==> src/hdl/iupx_pkg.sv <==
package iupx_pkg;

  // field widths of the channels and registers
  localparam int unsigned SW_W       = 9;
  localparam int unsigned SH_W       = 8;
  localparam int unsigned OX_W       = 9;
  localparam int unsigned OY_W       = 8;
  localparam int unsigned SF_W       = 8;
  localparam int unsigned PIX_W      = 16;
  localparam int unsigned CFG_IDX_W  = 3;
  localparam int unsigned CFG_DATA_W = 9;

  // default panel size
  localparam int unsigned PANEL_WIDTH_DEF  = 320;
  localparam int unsigned PANEL_HEIGHT_DEF = 240;

  // result queue between the front and back parts
  localparam int unsigned QUEUE_DEPTH = 4;
  localparam int unsigned QPTR_W      = $clog2(QUEUE_DEPTH);
  localparam int unsigned QLVL_W      = $clog2(QUEUE_DEPTH + 1);

  // register indexes on the configuration channel
  typedef enum logic [CFG_IDX_W-1:0] {
    REG_SRC_WIDTH  = 3'd0,
    REG_SRC_HEIGHT = 3'd1,
    REG_ORIGIN_X   = 3'd2,
    REG_ORIGIN_Y   = 3'd3,
    REG_SCALE      = 3'd4
  } cfg_reg_e;

  // result kinds
  typedef enum logic [2:0] {
    KIND_IDLE     = 3'd0,
    KIND_WINDOW   = 3'd1,
    KIND_PIXEL    = 3'd2,
    KIND_ACCEPTED = 3'd3,
    KIND_REFUSED  = 3'd4
  } kind_e;

  typedef struct packed {
    kind_e             kind;
    logic [OX_W-1:0]   win_x_start;
    logic [OX_W-1:0]   win_x_end;
    logic [OY_W-1:0]   win_row;
    logic [PIX_W-1:0]  pixel_out;
    logic              row_end;
    logic              frame_end;
  } result_t;

  // one result handed from the front to the queue
  typedef struct packed {
    logic    valid;
    result_t res;
  } push_t;

endpackage

==> src/hdl/iupx_ifs.sv <==


interface iupx_out_if;
  logic                        valid;
  logic                        ready;
  iupx_pkg::kind_e             kind;
  logic [iupx_pkg::OX_W-1:0]   win_x_start;
  logic [iupx_pkg::OX_W-1:0]   win_x_end;
  logic [iupx_pkg::OY_W-1:0]   win_row;
  logic [iupx_pkg::PIX_W-1:0]  pixel_out;
  logic                        row_end;
  logic                        frame_end;

  modport source (output valid, kind, win_x_start, win_x_end, win_row, pixel_out,
                  row_end, frame_end, input ready);
  modport sink   (input valid, kind, win_x_start, win_x_end, win_row, pixel_out,
                  row_end, frame_end, output ready);
endinterface

==> src/hdl/iupx_queue.sv <==
module iupx_queue (
  input  logic                          clk_i,
  input  logic                          rst_ni,
  input  iupx_pkg::push_t               push_i,
  output logic [iupx_pkg::QLVL_W-1:0]   level_o,
  iupx_out_if.source                    out_o
);
  import iupx_pkg::*;

  result_t           slot_q [QUEUE_DEPTH];
  logic [QPTR_W-1:0] wr_ptr_q, rd_ptr_q;
  logic [QLVL_W-1:0] count_q;
  logic              pop;
  result_t           head;

  assign pop     = out_o.valid && out_o.ready;
  assign level_o = count_q;
  assign head    = slot_q[rd_ptr_q];

  // head entry drives the output channel
  assign out_o.valid       = count_q != '0;
  assign out_o.kind        = head.kind;
  assign out_o.win_x_start = head.win_x_start;
  assign out_o.win_x_end   = head.win_x_end;
  assign out_o.win_row     = head.win_row;
  assign out_o.pixel_out   = head.pixel_out;
  assign out_o.row_end     = head.row_end;
  assign out_o.frame_end   = head.frame_end;

  // pointers and fill level
  always_ff @(posedge clk_i or negedge rst_ni) begin
    if (!rst_ni) begin
      wr_ptr_q <= '0;
      rd_ptr_q <= '0;
      count_q  <= '0;
    end else begin
      if (push_i.valid) begin
        wr_ptr_q <= (wr_ptr_q == QPTR_W'(QUEUE_DEPTH - 1)) ? '0 : wr_ptr_q + 1'b1;
      end
      if (pop) begin
        rd_ptr_q <= (rd_ptr_q == QPTR_W'(QUEUE_DEPTH - 1)) ? '0 : rd_ptr_q + 1'b1;
      end
      count_q <= count_q + QLVL_W'(push_i.valid) - QLVL_W'(pop);
    end
  end

  // entry storage
  always_ff @(posedge clk_i) begin
    if (push_i.valid) begin
      slot_q[wr_ptr_q] <= push_i.res;
    end
  end

endmodule

==> src/flat_wrapper.sv <==
// flat-port wrapper written by rule: the top's interface ports become plain ports
module iupx_queue_flat import iupx_pkg::*;
  (clk_i, rst_ni, push_i, level_o, out_o_valid, out_o_kind, out_o_win_x_start, out_o_win_x_end, out_o_win_row, out_o_pixel_out, out_o_row_end, out_o_frame_end, out_o_ready);
  iupx_out_if out_o_i ();
  input  logic clk_i;
  input  logic rst_ni;
  input  iupx_pkg::push_t push_i;
  output logic [iupx_pkg::QLVL_W-1:0] level_o;
  output wire logic [$bits(out_o_i.valid)-1:0] out_o_valid;
  output wire logic [$bits(out_o_i.kind)-1:0] out_o_kind;
  output wire logic [$bits(out_o_i.win_x_start)-1:0] out_o_win_x_start;
  output wire logic [$bits(out_o_i.win_x_end)-1:0] out_o_win_x_end;
  output wire logic [$bits(out_o_i.win_row)-1:0] out_o_win_row;
  output wire logic [$bits(out_o_i.pixel_out)-1:0] out_o_pixel_out;
  output wire logic [$bits(out_o_i.row_end)-1:0] out_o_row_end;
  output wire logic [$bits(out_o_i.frame_end)-1:0] out_o_frame_end;
  input wire logic [$bits(out_o_i.ready)-1:0] out_o_ready;
  assign out_o_valid = out_o_i.valid;
  assign out_o_kind = out_o_i.kind;
  assign out_o_win_x_start = out_o_i.win_x_start;
  assign out_o_win_x_end = out_o_i.win_x_end;
  assign out_o_win_row = out_o_i.win_row;
  assign out_o_pixel_out = out_o_i.pixel_out;
  assign out_o_row_end = out_o_i.row_end;
  assign out_o_frame_end = out_o_i.frame_end;
  assign out_o_i.ready = out_o_ready;
  iupx_queue u_core (.clk_i(clk_i), .rst_ni(rst_ni), .push_i(push_i), .level_o(level_o), .out_o(out_o_i));
endmodule
==> config.mk <==
export PLATFORM = sky130hd
export DESIGN_NAME = iupx_queue_flat
export DESIGN_NICKNAME = d
export VERILOG_FILES = /design/src/hdl/iupx_pkg.sv /design/src/hdl/iupx_ifs.sv /design/src/hdl/iupx_queue.sv /design/src/flat_wrapper.sv
export SDC_FILE = /design/constraint.sdc
export NUM_CORES = 1
export LEC_CHECK = 0
export BUFFER_PORTS_ARGS = -buffer_cell sky130_fd_sc_hd__buf_2
export CAP_MARGIN = 25
export CORE_MARGIN = 2
export CORE_UTILIZATION = 51
export CTS_CLUSTER_DIAMETER = 120
export DETAILED_ROUTE_END_ITERATION = 8
export GPL_ROUTABILITY_DRIVEN = 0
export GPL_TIMING_DRIVEN = 0
export PLACE_DENSITY = 0.73
export RECOVER_POWER = 25
export REMOVE_ABC_BUFFERS = 1
export SKIP_CTS_REPAIR_TIMING = 1
export SYNTH_ARGS = -nofsm -noshare
export SYNTH_HDL_FRONTEND = slang
export SYNTH_SLANG_ARGS = --single-unit
==> constraint.sdc <==
create_clock -name clk_i -period 2.19 [get_ports clk_i]
set_input_delay 0.1095 -clock clk_i [delete_from_list [all_inputs] [get_ports clk_i]]
set_output_delay 0.1095 -clock clk_i [all_outputs]
set_load 0.01 [all_outputs]
Word-level counts from Yosys, hierarchy flattened:

Memory sizes are Yosys's and may differ from the RTL's.
Index checks and enable logic that the tools add are counted.

* register bits after elaboration: 7
* input port bits: 51
* RAM bits: 188
* memories kept: 1
* output and inout port bits: 51

* equality and inequality tests: 2
* mux-type cells: 4
* add/sub/neg operators: 4
* reductions and logical operators: 2

Memories
* u_core.slot_q: depth 4, width 47, rd ports 1, clocked after Yosys merged registers in 0, write ports 1, line iupx_queue.sv:10 `result_t slot_q [QUEUE_DEPTH];`

Operators by type and width (count)
* $add 2x1->2 const B: 2
* $eq 2x2->1 const B: 2
* $mux 2: 2
* $add 3x1->3: 1
* $reduce_bool 3->1: 1
* $sub 3x1->3: 1
* $mux 1: 2
* $logic_and 1x1->1: 1

Depth between registers and ports, before layout:

* word-level depth: 3
* mapped depth: 9
* gate-level depth less buffers: 9

Least setup slack after synthesis:

Ideal clock, no wire load.

* kind: reg2reg
* start: register u_core.wr_ptr_q[0]
* end: memory u_core.slot_q[0][0] (netlist bit) (enable)
* stages on the path, launching flop included: 4
* data arrival time: 1.744 ns
* path slack: 0.037 ns
* period minus slack after synthesis: 2.153 ns
* library setup time: 0.409 ns
* path through: dfrtp_1 inv_1 ha_1 and2_1

RTL lines
* from (decl): line iupx_queue.sv:11 `logic [QPTR_W-1:0] wr_ptr_q, rd_ptr_q;`
* from (signal assigned): line iupx_queue.sv:38 `wr_ptr_q <= (wr_ptr_q == QPTR_W'(QUEUE_DEPTH - 1)) ? '0 : wr_ptr_q + 1'b1;`
* to (decl): line iupx_queue.sv:10

Straight into the memory's write port.

Final worst setup path:

* start: register u_core.count_q[2], in the netlist u_core.level_o[2]
* end: register u_core.count_q[2], in the netlist u_core.level_o[2]

* word-level cells in the longest chain between the ends: 3
* elaborated cells on any way between the ends: 4
* classes of those cells: add/sub (2); reduce/logical (2)

Ends and longest elaborated chain
* from (decl): line iupx_queue.sv:12 `logic [QLVL_W-1:0] count_q;`
* from (signal assigned): line iupx_queue.sv:43 `count_q <= count_q + QLVL_W'(push_i.valid) - QLVL_W'(pop);`
* $reduce_bool 3->1: line iupx_queue.sv:21 `assign out_o.valid = count_q != '0;`
* $logic_and 1x1->1: line iupx_queue.sv:16 `assign pop = out_o.valid && out_o.ready;`
* via u_core.pop: line iupx_queue.sv:13 `logic pop;`
* $sub 3x1->3: line iupx_queue.sv:43

The timed path passes the listed nets, and every way through them passes these cells.
A chain may end at the register's enable or synchronous reset.

==> impl_metrics.toml <==
[run_status]
status = "complete, no violations"

[finish]
n_antenna_cell = 0
fin_cells = 644
nets = 510
syn_to_final_growth_pct = 25.76
final_layout_size_suffix_gt1_frac = 0.3728
final_cell_area_mm2 = 0.009082
utilization = 0.6543

[yosys]
syn_area_per_cell_um2 = 25.52
yosysWarnings = 0
ys_seq_area_frac = 0.8060
synth_ff_type = "edfxtp_1"
synth_top_area_cell = "edfxtp_1"
synth_cell_types = 21
async_flop_share = 0.03590
synth_seq_cells = 195
synthDominantCellAreaShare = 0.7817
ys_top_cells_by_count = "188 x edfxtp_1, 45 x mux4_2, 7 x dfrtp_1, 7 x ha_1, 7 x inv_1"
synth-edff-count = 188
syn-instance-count = 283
yosysMostFrequentCell = "edfxtp_1"
syn_area_mm2 = 0.007222
synth.area.top_cells = "edfxtp_1 78%, mux4_2 14%, dfrtp_1 2.4%"

[worst_hold_path]
hold_end = "u_core.rd_ptr_q[0]"
hp-start = "out_o_ready"
hold_path_depth = 3
hold_class = "input port to register"

[die]
ios = 102
core_area_mm2 = 0.01388
start_util = 0.5203
die_h_um = 123
fp.dieArea_mm2 = 0.01513
row_count = 43
die_w_um = 123

[setup_path]
worst_setup_path_start_kind = "register"
path_buf_inv = 3
path_class = "register to register"
critPathMaxStageDelay_ns = 0.44
end_kind = "register"
required_ns = 2.50
worst_path_dominant_cell_family = "adder cells"
r2r-start = "u_core.level_o[2]"
crit_top_cell = "inv_1"
path_cells = "o31ai_4 > inv_1 > ha_1 > inv_1 > ha_1 > inv_1 > fa_1 > xnor2_2 > xnor2_1"
crit_path_top_delay_cell = "dfrtp_2"
r2r_end = "u_core.level_o[2]"
worstPathArrival_ns = 2.43
r2r_slack_ns = 0.07
r2r_cells = 9
path_max_fanout = 4

[timing]
max_slew_margin = 0.5282
hold_ws_ns = 0.03570
fin_skew_ns = 0.007475
worst_slew_pin_slew_ns = 0.7078
hold_viol_final = 0
fmax_mhz = 471.9
setup_ws_ns = 0.07082
slew_violations = 0
final-setup-viol-count = 0
timing.final.crit_share = 0.9677
final.setup.tns_ns = 0
min_period_ns = 2.119

[power_and_ir_drop]
p_leak_nw = 3.121
power.total_mw = 11.32
ir_drop_v = 0.001031
powerDensity_mw_per_mm2 = 1246

[global_route]
grt_usage = 0.1726
grt_max_degree = 28
grt_pass1_wl_um = 18080
grt_overflow_total = 0
antenna_found_initial = 0
grt_pass1_vias = 3378

[run]
maxCapViolations = 0

[placement]
placed_cells = 559
pre_cts_slack_ns = -0.09726
placed_cell_area_mm2 = 0.007986
hpwl_um = 7471
portBuffers = 101

[cts]
clkTransAtPathRegs_ns = 0.07
cts_made_buffers = 17
cts_root_buf = "clkbuf_16"
insertion_delay_ns = 0.43
clkSinkCount = 195
clockBufferDepth = 2
htreeDepth = 4
cts_tree = "built"

[route]
drt-total-wl_um = 12630
drt_pass1_iterations = 4
ant_nets = 0
dr.first_iter.drc_count = 203
drc_errors = 0
dr_total_vias = 3387
wl_per_cell_um = 19.61
drt-vias-per-instance = 5.259
## state kept, by name, summed over array words and instances (netlist names)
| signal | cells |
|---|---|
| u_core.slot_q | 188 |
| u_core.level_o | 3 |
| u_core.rd_ptr_q | 2 |
| u_core.wr_ptr_q | 2 |
## power breakdown
part	leakage, nW	internal [mW]	switching [mW]
combinational	1.06	1.72	1.63
sequential	1.81	4.81	0.307
clock	0.260	1.48	1.38
## how the worst max path moves through the flow
stage	from	endpoint	slack, ns	cells after the start
after detailed placement	u_core.level_o[1]	u_core.level_o[2]	-0.1	9
after global placement	u_core.rd_ptr_q[0]	out_o_row_end	-1.55	2
after floorplan	u_core.rd_ptr_q[0]	out_o_frame_end	-0.63	1
final	u_core.level_o[2]	u_core.level_o[2]	0.07	9
after CTS	u_core.rd_ptr_q[0]	out_o_win_x_start[5]	-0.22	3
after global routing	u_core.level_o[2]	u_core.level_o[2]	-0.05	9
## cells by family after synthesis
logic type / Yosys count / synth area share
AND/OR/NAND/NOR: 8 / 0.006583
multiplexers: 49 / 0.1507
XOR/XNOR: 2 / 0.002426
buffers and inverters: 18 / 0.01698
flip-flops: 195 / 0.8060
AO/OA/AOI/OAI: 3 / 0.002426
adder cells (fa/ha/maj): 8 / 0.01490
## layout make-up
cell class / instances / area, um^2
clock buffer: 17 / 425.4
clock inverter: 15 / 125.1
fill: 924 / 4798
inverter: 7 / 26.28
multi-input combinational: 70 / 1305
sequential: 195 / 5831
tap: 180 / 225.2
timing repair buffer: 160 / 1145
## worst reg2reg max path, delay by kind of cell (launching register included)
family | cells | cell delay, ns
fa+ha+maj | 3 | 0.82
flops | 1 | 0.44
xor+xnor | 2 | 0.29
compound gates | 1 | 0.27
buf+inv | 3 | 0.18
## routing by layer
metal	vias up	wire length, um	share of wire	track usage
met5	-	0	0	0
met4	0	221	0.017	0.07670
met3	17	504	0.040	0.05812
met2	86	6787	0.54	0.2849
met1	1745	5116	0.41	0.2082
li1	1539	-	-	-
## layout by cell type, fill, tap and decap left out, types with 4 or more instances in the layout
cell	synthesis	routed
edfxtp_1	188	188
buf_2	3	74
dlygate4sd3_1	0	49
mux4_2	45	45
clkbuf_1	2	27
clkbuf_16	0	17
inv_1	7	7
ha_1	7	7
buf_12	2	7
and2_2	0	4
clkinvlp_4	0	4
Power figures use the tool's default switching activity.
